--- config.mk ---
export PLATFORM = sky130hd
export DESIGN_NAME = multi_press_button_decoder
export DESIGN_NICKNAME = d
export VERILOG_FILES = /design/src/mpbd_pkg.sv /design/src/mpbd_mod_unit.sv /design/src/multi_press_button_decoder.sv
export VERILOG_INCLUDE_DIRS = /design/src /design/src/src
export SDC_FILE = /design/constraint.sdc
export NUM_CORES = 1
export LEC_CHECK = 0
export ABC_AREA = 1
export BUFFER_PORTS_ARGS = -buffer_cell sky130_fd_sc_hd__clkbuf_2
export CORE_AREA = 2 2 152 154
export CTS_CLUSTER_DIAMETER = 60
export CTS_CLUSTER_SIZE = 14
export DETAILED_ROUTE_END_ITERATION = 6
export DIE_AREA = 0 0 154 156
export PLACE_DENSITY = 0.74
export REMOVE_ABC_BUFFERS = 1
export SLEW_MARGIN = 30
export SYNTH_ARGS = -nofsm -noshare
export SYNTH_HDL_FRONTEND = slang
export SYNTH_SLANG_ARGS = --single-unit
--- constraint.sdc ---
create_clock -name clk -period 5.8 [get_ports clk]
set_input_delay 1.16 -clock clk [delete_from_list [all_inputs] [get_ports clk]]
set_output_delay 1.16 -clock clk [all_outputs]
set_load 0.1 [all_outputs]
--- src/multi_press_button_decoder_defines.svh ---
// Assertion macros for the multi-press button decoder.
`ifndef MULTI_PRESS_BUTTON_DECODER_DEFINES_SVH
`define MULTI_PRESS_BUTTON_DECODER_DEFINES_SVH

`ifndef SYNTHESIS

`define MPBD_ASSERT_IMPL(label, ante, cons) \
	label: assert property (@(posedge clk) disable iff (!arst_n) (ante) |-> (cons)) \
	else $error("implication check failed");

`define MPBD_ASSERT_NEXT(label, ante, cons) \
	label: assert property (@(posedge clk) disable iff (!arst_n) (ante) |=> (cons)) \
	else $error("next-cycle check failed");

`else

`define MPBD_ASSERT_IMPL(label, ante, cons)

`define MPBD_ASSERT_NEXT(label, ante, cons)

`endif

`endif

--- src/mpbd_pkg.sv ---
package mpbd_pkg;

	localparam int unsigned TIME_W   = 32;
	localparam int unsigned MS_W     = 16;
	localparam int unsigned COUNT_W  = 8;
	localparam int unsigned PADDR_W  = 4;
	localparam int unsigned PDATA_W  = 32;

	localparam logic [MS_W-1:0]    DEBOUNCE_RESET   = 16'd50;
	localparam logic [MS_W-1:0]    MULTI_RESET      = 16'd500;
	localparam logic [COUNT_W-1:0] ANIM_COUNT_RESET = 8'd5;

	localparam logic [COUNT_W-1:0] BOOT_PRESSES  = 8'd5;
	localparam logic [COUNT_W-1:0] SLEEP_PRESSES = 8'd4;
	localparam logic [COUNT_W-1:0] NEXT_PRESSES  = 8'd3;
	localparam logic [COUNT_W-1:0] COUNT_MAX     = 8'd255;

	// index + 1 needs one bit more than the index
	localparam int unsigned DIVIDEND_W = COUNT_W + 1;

	typedef enum logic [2:0] {
		ACT_NONE  = 3'd0,
		ACT_BOOT  = 3'd1,
		ACT_SLEEP = 3'd2,
		ACT_NEXT  = 3'd3,
		ACT_PRESS = 3'd4
	} action_t;

	typedef enum logic [1:0] {
		REG_DEBOUNCE   = 2'd0,
		REG_MULTI      = 2'd1,
		REG_ANIM_COUNT = 2'd2
	} reg_index_t;

	localparam logic OP_POLL = 1'b0;
	localparam logic OP_EDGE = 1'b1;

	typedef struct packed {
		logic busy;
		logic done;
	} mod_status_t;

endpackage

--- src/mpbd_mod_unit.sv ---
module mpbd_mod_unit (
	input  logic                                  clk,
	input  logic                                  arst_n,
	input  logic                                  start,
	input  logic [mpbd_pkg::DIVIDEND_W-1:0]       dividend,
	input  logic [mpbd_pkg::COUNT_W-1:0]          divisor,
	output mpbd_pkg::mod_status_t                 status,
	output logic [mpbd_pkg::COUNT_W-1:0]          remainder
);

	localparam int unsigned STEPS = mpbd_pkg::DIVIDEND_W;
	localparam int unsigned CNT_W = $clog2(STEPS + 1);

	logic [mpbd_pkg::DIVIDEND_W-1:0] dividend_q;
	logic [mpbd_pkg::COUNT_W-1:0]    divisor_q;
	logic [mpbd_pkg::COUNT_W-1:0]    rem_q;
	logic [CNT_W-1:0]                cnt_q;
	logic [mpbd_pkg::COUNT_W:0]      trial;
	logic [mpbd_pkg::COUNT_W-1:0]    rem_next;

	// restoring remainder, one dividend bit per cycle
	always_comb begin
		trial = {rem_q, dividend_q[mpbd_pkg::DIVIDEND_W-1]};
		if (trial >= {1'b0, divisor_q}) begin
			rem_next = mpbd_pkg::COUNT_W'(trial - {1'b0, divisor_q});
		end else begin
			rem_next = trial[mpbd_pkg::COUNT_W-1:0];
		end
	end

	always_ff @(posedge clk or negedge arst_n) begin
		if (!arst_n) begin
			cnt_q <= '0;
		end else if (start) begin
			cnt_q <= CNT_W'(STEPS);
		end else if (cnt_q != '0) begin
			cnt_q <= cnt_q - 1'b1;
		end
	end

	always_ff @(posedge clk) begin
		if (start) begin
			dividend_q <= dividend;
			divisor_q  <= divisor;
			rem_q      <= '0;
		end else if (cnt_q != '0) begin
			dividend_q <= {dividend_q[mpbd_pkg::DIVIDEND_W-2:0], 1'b0};
			rem_q      <= rem_next;
		end
	end

	assign status.busy = (cnt_q != '0);
	assign status.done = (cnt_q == CNT_W'(1)) && !start;
	assign remainder   = rem_next;

endmodule

--- src/multi_press_button_decoder.sv ---
// Multi-press button decoder. Takes one event item per cycle (opcode 1 = button
// edge, 0 = poll) with a millisecond timestamp and returns one result item per
// event through an input register, then decode against the press state into the
// result register. Edges closer than debounce_ms to the last accepted press are
// dropped; presses within multi_press_ms chain into a count that a later poll
// decodes (5 bootloader, 4 sleep, 3 next animation, other counts forwarded).
// After each write of animation_count, a remainder unit precomputes the next
// animation index; in_ready stays low while it is busy. Otherwise the rate is
// one item per cycle, as long as out_ready keeps the result register draining.
`include "multi_press_button_decoder_defines.svh"

module multi_press_button_decoder (
	input  logic                                clk,
	input  logic                                arst_n,
	// event channel
	input  logic                                in_valid,
	output logic                                in_ready,
	input  logic                                opcode,
	input  logic [mpbd_pkg::TIME_W-1:0]         time_ms,
	// result channel
	output logic                                out_valid,
	input  logic                                out_ready,
	output logic [2:0]                          action,
	output logic [mpbd_pkg::COUNT_W-1:0]        press_count,
	output logic [mpbd_pkg::COUNT_W-1:0]        animation_index,
	output logic                                bootloader_active,
	// configuration
	input  logic                                psel,
	input  logic                                penable,
	input  logic                                pwrite,
	input  logic [mpbd_pkg::PADDR_W-1:0]        paddr,
	input  logic [mpbd_pkg::PDATA_W-1:0]        pwdata,
	output logic [mpbd_pkg::PDATA_W-1:0]        prdata,
	output logic                                pready
);

	localparam logic [mpbd_pkg::COUNT_W-1:0] IDX_NEXT_RESET =
		mpbd_pkg::COUNT_W'(1 % ((mpbd_pkg::ANIM_COUNT_RESET == 0) ? 1 :
			mpbd_pkg::ANIM_COUNT_RESET));

	// config registers
	logic [mpbd_pkg::MS_W-1:0]    debounce_q;
	logic [mpbd_pkg::MS_W-1:0]    multi_q;
	logic [mpbd_pkg::COUNT_W-1:0] anim_count_q;

	// press state
	logic [mpbd_pkg::TIME_W-1:0]  last_press_q;
	logic [mpbd_pkg::COUNT_W-1:0] pending_q;
	logic [mpbd_pkg::COUNT_W-1:0] index_q;
	logic [mpbd_pkg::COUNT_W-1:0] index_next_q;
	logic                         boot_q;

	// pipeline
	logic                         valid_s1;
	logic                         opcode_s1;
	logic [mpbd_pkg::TIME_W-1:0]  time_s1;
	logic                         out_valid_q;
	mpbd_pkg::action_t            action_q;
	logic [mpbd_pkg::COUNT_W-1:0] count_q;
	logic [mpbd_pkg::COUNT_W-1:0] index_out_q;
	logic                         boot_out_q;

	logic                         cfg_wr;
	logic [1:0]                   reg_sel;
	logic                         advance;
	mpbd_pkg::mod_status_t        mod_status;
	logic [mpbd_pkg::COUNT_W-1:0] mod_rem;
	logic [mpbd_pkg::COUNT_W-1:0] wr_count;
	logic [mpbd_pkg::COUNT_W-1:0] eff_count;

	// step results
	logic [mpbd_pkg::TIME_W-1:0]  elapsed;
	logic                         press_ok;
	logic                         decode_ok;
	logic [mpbd_pkg::COUNT_W-1:0] base_count;
	logic [mpbd_pkg::COUNT_W-1:0] pending_nx;
	logic [mpbd_pkg::COUNT_W-1:0] index_nx;
	logic [mpbd_pkg::COUNT_W-1:0] index_next_nx;
	logic [mpbd_pkg::COUNT_W:0]   index_inc;
	logic                         boot_nx;
	mpbd_pkg::action_t            action_nx;
	logic [mpbd_pkg::COUNT_W-1:0] count_nx;

	assign pready   = 1'b1;
	assign reg_sel  = paddr[3:2];
	assign cfg_wr   = psel && penable && pwrite;
	assign wr_count = pwdata[mpbd_pkg::COUNT_W-1:0];

	always_ff @(posedge clk or negedge arst_n) begin
		if (!arst_n) begin
			debounce_q   <= mpbd_pkg::DEBOUNCE_RESET;
			multi_q      <= mpbd_pkg::MULTI_RESET;
			anim_count_q <= mpbd_pkg::ANIM_COUNT_RESET;
		end else if (cfg_wr) begin
			case (reg_sel)
				mpbd_pkg::REG_DEBOUNCE:   debounce_q   <= pwdata[mpbd_pkg::MS_W-1:0];
				mpbd_pkg::REG_MULTI:      multi_q      <= pwdata[mpbd_pkg::MS_W-1:0];
				mpbd_pkg::REG_ANIM_COUNT: anim_count_q <= wr_count;
				default: ;
			endcase
		end
	end

	always_comb begin
		case (reg_sel)
			mpbd_pkg::REG_DEBOUNCE:   prdata = mpbd_pkg::PDATA_W'(debounce_q);
			mpbd_pkg::REG_MULTI:      prdata = mpbd_pkg::PDATA_W'(multi_q);
			mpbd_pkg::REG_ANIM_COUNT: prdata = mpbd_pkg::PDATA_W'(anim_count_q);
			default:                  prdata = '0;
		endcase
	end

	assign eff_count = (anim_count_q == '0) ? mpbd_pkg::COUNT_W'(1) : anim_count_q;

	// recompute (index + 1) mod count whenever the count is written
	mpbd_mod_unit u_mod (
		.clk       (clk),
		.arst_n    (arst_n),
		.start     (cfg_wr && (reg_sel == mpbd_pkg::REG_ANIM_COUNT)),
		.dividend  ({1'b0, index_q} + 1'b1),
		.divisor   ((wr_count == '0) ? mpbd_pkg::COUNT_W'(1) : wr_count),
		.status    (mod_status),
		.remainder (mod_rem)
	);

	assign advance  = valid_s1 && (!out_valid_q || out_ready) && !mod_status.busy;
	assign in_ready = !mod_status.busy && (!valid_s1 || advance);

	always_ff @(posedge clk or negedge arst_n) begin
		if (!arst_n) begin
			valid_s1 <= 1'b0;
		end else if (in_ready) begin
			valid_s1 <= in_valid;
		end else if (advance) begin
			valid_s1 <= 1'b0;
		end
	end

	always_ff @(posedge clk) begin
		if (in_valid && in_ready) begin
			opcode_s1 <= opcode;
			time_s1   <= time_ms;
		end
	end

	always_comb begin
		elapsed       = time_s1 - last_press_q;
		press_ok      = (opcode_s1 == mpbd_pkg::OP_EDGE) &&
			(elapsed >= mpbd_pkg::TIME_W'(debounce_q));
		decode_ok     = (opcode_s1 == mpbd_pkg::OP_POLL) && (pending_q != '0) &&
			(elapsed > mpbd_pkg::TIME_W'(multi_q));
		base_count    = (pending_q == '0) ? mpbd_pkg::COUNT_W'(1) : pending_q;
		pending_nx    = pending_q;
		index_nx      = index_q;
		index_next_nx = index_next_q;
		boot_nx       = boot_q;
		action_nx     = mpbd_pkg::ACT_NONE;
		count_nx      = '0;
		index_inc     = {1'b0, index_next_q} + 1'b1;

		if (press_ok) begin
			if ((elapsed < mpbd_pkg::TIME_W'(multi_q)) && (base_count != mpbd_pkg::COUNT_MAX)) begin
				pending_nx = base_count + 1'b1;
			end else begin
				pending_nx = base_count;
			end
		end else if (decode_ok) begin
			count_nx   = pending_q;
			pending_nx = '0;
			case (pending_q)
				mpbd_pkg::BOOT_PRESSES: begin
					boot_nx   = 1'b1;
					action_nx = mpbd_pkg::ACT_BOOT;
				end
				mpbd_pkg::SLEEP_PRESSES: begin
					action_nx = mpbd_pkg::ACT_SLEEP;
				end
				mpbd_pkg::NEXT_PRESSES: begin
					index_nx      = index_next_q;
					index_next_nx = (index_inc == {1'b0, eff_count}) ? '0 :
						index_inc[mpbd_pkg::COUNT_W-1:0];
					boot_nx       = 1'b0;
					action_nx     = mpbd_pkg::ACT_NEXT;
				end
				default: begin
					action_nx = mpbd_pkg::ACT_PRESS;
				end
			endcase
		end
	end

	always_ff @(posedge clk or negedge arst_n) begin
		if (!arst_n) begin
			last_press_q <= '0;
			pending_q    <= '0;
			index_q      <= '0;
			index_next_q <= IDX_NEXT_RESET;
			boot_q       <= 1'b0;
		end else if (mod_status.done) begin
			index_next_q <= mod_rem;
		end else if (advance) begin
			if (press_ok) begin
				last_press_q <= time_s1;
			end
			pending_q    <= pending_nx;
			index_q      <= index_nx;
			index_next_q <= index_next_nx;
			boot_q       <= boot_nx;
		end
	end

	always_ff @(posedge clk or negedge arst_n) begin
		if (!arst_n) begin
			out_valid_q <= 1'b0;
		end else if (advance) begin
			out_valid_q <= 1'b1;
		end else if (out_ready) begin
			out_valid_q <= 1'b0;
		end
	end

	always_ff @(posedge clk) begin
		if (advance) begin
			action_q    <= action_nx;
			count_q     <= count_nx;
			index_out_q <= index_nx;
			boot_out_q  <= boot_nx;
		end
	end

	assign out_valid         = out_valid_q;
	assign action            = action_q;
	assign press_count       = count_q;
	assign animation_index   = index_out_q;
	assign bootloader_active = boot_out_q;

	`MPBD_ASSERT_IMPL(a_busy_blocks_input, mod_status.busy, !in_ready && !advance)
	`MPBD_ASSERT_IMPL(a_next_index_in_range, !mod_status.busy, index_next_q < eff_count)
	`MPBD_ASSERT_NEXT(a_press_leaves_count, advance && press_ok, pending_q != '0)
	`MPBD_ASSERT_NEXT(a_next_takes_precomputed,
		advance && (action_nx == mpbd_pkg::ACT_NEXT), index_q == $past(index_next_q))
	`MPBD_ASSERT_NEXT(a_decode_clears_count, advance && decode_ok, pending_q == '0)

endmodule

==> results by group <==
Critical path
  • Crit path max-delay family: simple AND/OR/NAND/NOR gates
  • Most frequent CP cell: nand2_1
  • Crit path DAT: 4.59 ns
  • Critical path type: flip-flop to flip-flop
  • Worst Setup End Kind: flip-flop
  • Slowest cell delay on critical path: 0.62 ns
  • CP max FO: 20
  • Crit-path slowest cell: o31ai_1
  • Critical path cell sequence: ha_1, a21oi_1, nand2_1, nand2_1, nand2_1, nand2_1, nand2_1, xor2_1, ha_1, nand2_1, inv_1, nand3_1, nor3_1, inv_1, o31ai_1, nand3_4, nand2_2, nor4_1
  • CP bufs+invs: 2
  • Data required, critical path: 5.96 ns
  • Crit start category: flip-flop

STA
  • Clock skew: 0.01348 ns
  • Setup TNS: 0 ns
  • Fmax: 226.0 MHz
  • Final setup fails: 0
  • Final Hold Fails: 0
  • Setup ws final: 1.375 ns
  • Max-slew violations: 0
  • Unrepaired setup endpoints after global routing: false
  • Tcrit/Tclk final: 0.7629
  • Worst-margin pin slew: 0.9900 ns
  • Final min period: 4.425 ns
  • Relative slew slack: 0.3376

Power and ir drop
  • Leakage: 6.972 nW
  • Worst-case vdd ir drop: 0.2621 mV
  • Pwr/cell area: 513.7 nW/um2
  • Tot Pwr: 0.006834 W

Synth
  • Sequential area share after synthesis: 0.4022
  • Gate Count Post-Synth: 1624
  • Async SR Flop Fraction: 0.5691
  • Top FF cell, synth: dfrtp_1
  • Number of enable flip-flop cells after synthesis: 70
  • Synthesized area: 12070 um2
  • Synth Warn #: 0
  • Synth cell types: 49
  • #FFs+latches synth: 181
  • Syn avg cell area: 7.432 um2

Global route
  • Largest net degree at the start of global routing: 62
  • Number of global-route vias before repair: 9572
  • Grt ovf: 0
  • Global-route wire length before repair: 45930 um
  • Initial antenna violation count: 0
  • Overall Global Routing Usage: 0.2379

Place
  • Pre-CTS setup slack: 1.502 ns
  • Placer Congestion: 0.9609
  • HPWL Detailed: 21490 um
  • PortBufs: 95
  • Placed Cells: 1979

Final layout
  • Fillers: 2076
  • Non-filler instance count after layout: 2011
  • Area occupied by multi-input gates: 5858 um2
  • Final core occ: 0.5949
  • P&R area growth vs syn: 10.23%
  • Reg area: 4855 um2
  • Nets: 1867
  • Layout cells sized above 1: 0.1275
  • Commonest non-fill, non-tap cell in the layout: nand2_1
  • N_diodes: 0
  • Most frequent cells in the layout: nand2_1 (527), inv_1 (287), nor2_1 (104)

Route
  • Average wire per standard cell: 13.82 um
  • Post-route ant nets: 0
  • Number of remaining DRC errors: 0
  • Vias: 10262
  • Detailed Route Iter0 Violations: 594
  • Vias per std cell: 5.103
  • Final wirelength: 27780 um
  • Router iterations before antenna repair: 5

Clock tree
  • Post-cts resize count: 0
  • CTS buffer count: 17
  • # Post-CTS Setup Buffers: 0
  • Hold-fix buffers, CTS: 0
  • Worst-case clock buffer depth: 2
  • H-tree levels: 4
  • CTS Root Cell: clkbuf_16
  • Worst skew pair latency: 0.44 ns
  • Clk sink count: 181
  • Clock Pin Slew Worst Setup and Hold Paths: 0.07 ns
  • CTS tree: built

Floorplanning
  • Initial Util: 0.5396
  • Row count: 55
  • Die Area: 24020 um2
  • Die height: 156 um
  • CORE AREA: 22370 um2
  • # IOs: 131
  • DIE WIDTH: 154 um

Run status
  • Run status: finished clean

Worst hold path
  • Worst Hold Class: flip-flop to flip-flop

Job
  • Max Cap Viol: 0
## cell usage after synthesis, drive strengths merged (3+ instances only)
library cell / count / area, um2
o221ai: 10 / 87.58
o21ai: 108 / 645.6
buf: 29 / 237.7
clkbuf: 20 / 75.07
dfstp: 12 / 315.3
nor3: 14 / 75.07
xor2: 31 / 271.5
dfrtp: 91 / 2277
dfxtp: 8 / 160.2
nand3b: 3 / 22.52
ha: 76 / 950.9
nor4: 4 / 25.02
xnor2: 9 / 78.83
clkinv: 4 / 15.01
a21oi: 39 / 195.2
nand3: 88 / 490.5
nand4: 19 / 125.1
nor2: 114 / 460.4
edfxtp: 70 / 2102
nand2: 547 / 2098
o22ai: 14 / 87.58
a21o: 3 / 22.52
inv: 293 / 1102
## metal layers
metal | vias up | GRT usage | part of all wire
met3 | 43 | 0.03111 | 0.037
li1 | 5272 | - | -
met1 | 4735 | 0.3189 | 0.46
met4 | 0 | 0.08100 | 0.024
met2 | 212 | 0.4006 | 0.47
met5 | - | 0 | 0
## report_power, final
| part | total, W | switching (W) | internal (W) |
|---|---|---|---|
| combinational | 0.00387 | 0.00261 | 0.00126 |
| sequential | 0.00185 | 0.000164 | 0.00168 |
| clock | 0.00112 | 0.000533 | 0.000582 |
## final cells by class
| cell class | count | share of cell area |
|---|---|---|
| Multi-Input combinational cell | 1112 | 0.4403 |
| Sequential cell | 181 | 0.3649 |
| Inverter | 297 | 0.08398 |
| Timing Repair Buffer | 104 | 0.04251 |
| Clock buffer | 20 | 0.03442 |
| Tap cell | 285 | 0.02680 |
| Clock inverter | 12 | 0.007054 |
## metrics by stage
step	hold slack, ns	instance area, um2
2_1_floorplan	0.4530	11810
4_1_cts	0.4898	13300
3_3_place_gp	0.4651	12720
6_report	0.4875	13300
5_1_grt	0.5086	13300
3_5_place_dp	0.4732	12750
## state kept, by name, summed over array words and instances, names as in the netlist, 3 cells and up
| name | count |
|---|---|
| pending_q | 8 |
| debounce_q | 16 |
| animation_index | 8 |
| anim_count_q | 8 |
| u_mod.rem_q | 8 |
| index_q | 8 |
| multi_q | 16 |
| index_next_q | 8 |
| u_mod.cnt_q | 4 |
| u_mod.dividend_q | 9 |
| time_s1 | 32 |
| press_count | 8 |
| action | 3 |
| u_mod.divisor_q | 8 |
| last_press_q | 32 |
## kinds of logic (layout without fill, tap and decap cells)
family,Yosys count,count (layout),share of synthesized area
AND/OR/NAND/NOR,793,793,0.2752
buffers and inverters,346,433,0.1185
AO/OA/AOI/OAI,184,184,0.09227
flip-flops,181,181,0.4022
adder cells (fa/ha/maj),78,78,0.08211
XOR/XNOR,40,40,0.02903
other,2,17,0.0006223
## path summary, 6_finish.rpt
path                                  start         endpoint  slack (ns)  depth (start not counted)
max in group asynchronous            arst_n  index_next_q[0]        4.07                          3
worst max register to register   time_s1[2]        action[2]        1.38                         18
min in group asynchronous            arst_n   u_mod.cnt_q[3]        0.65                          1
worst max-delay path             time_s1[2]        action[2]        1.38                         18
worst min-delay path            multi_q[10]      multi_q[10]        0.49                          2
worst min register to register  multi_q[10]      multi_q[10]        0.49                          2
## worst min-delay path: stages, from the launching register on
cell	delay, ns
dfrtp_1	0.35
nand2_1	0.05
o21ai_0	0.06
Note: power is estimated with default switching activity, not from simulation.
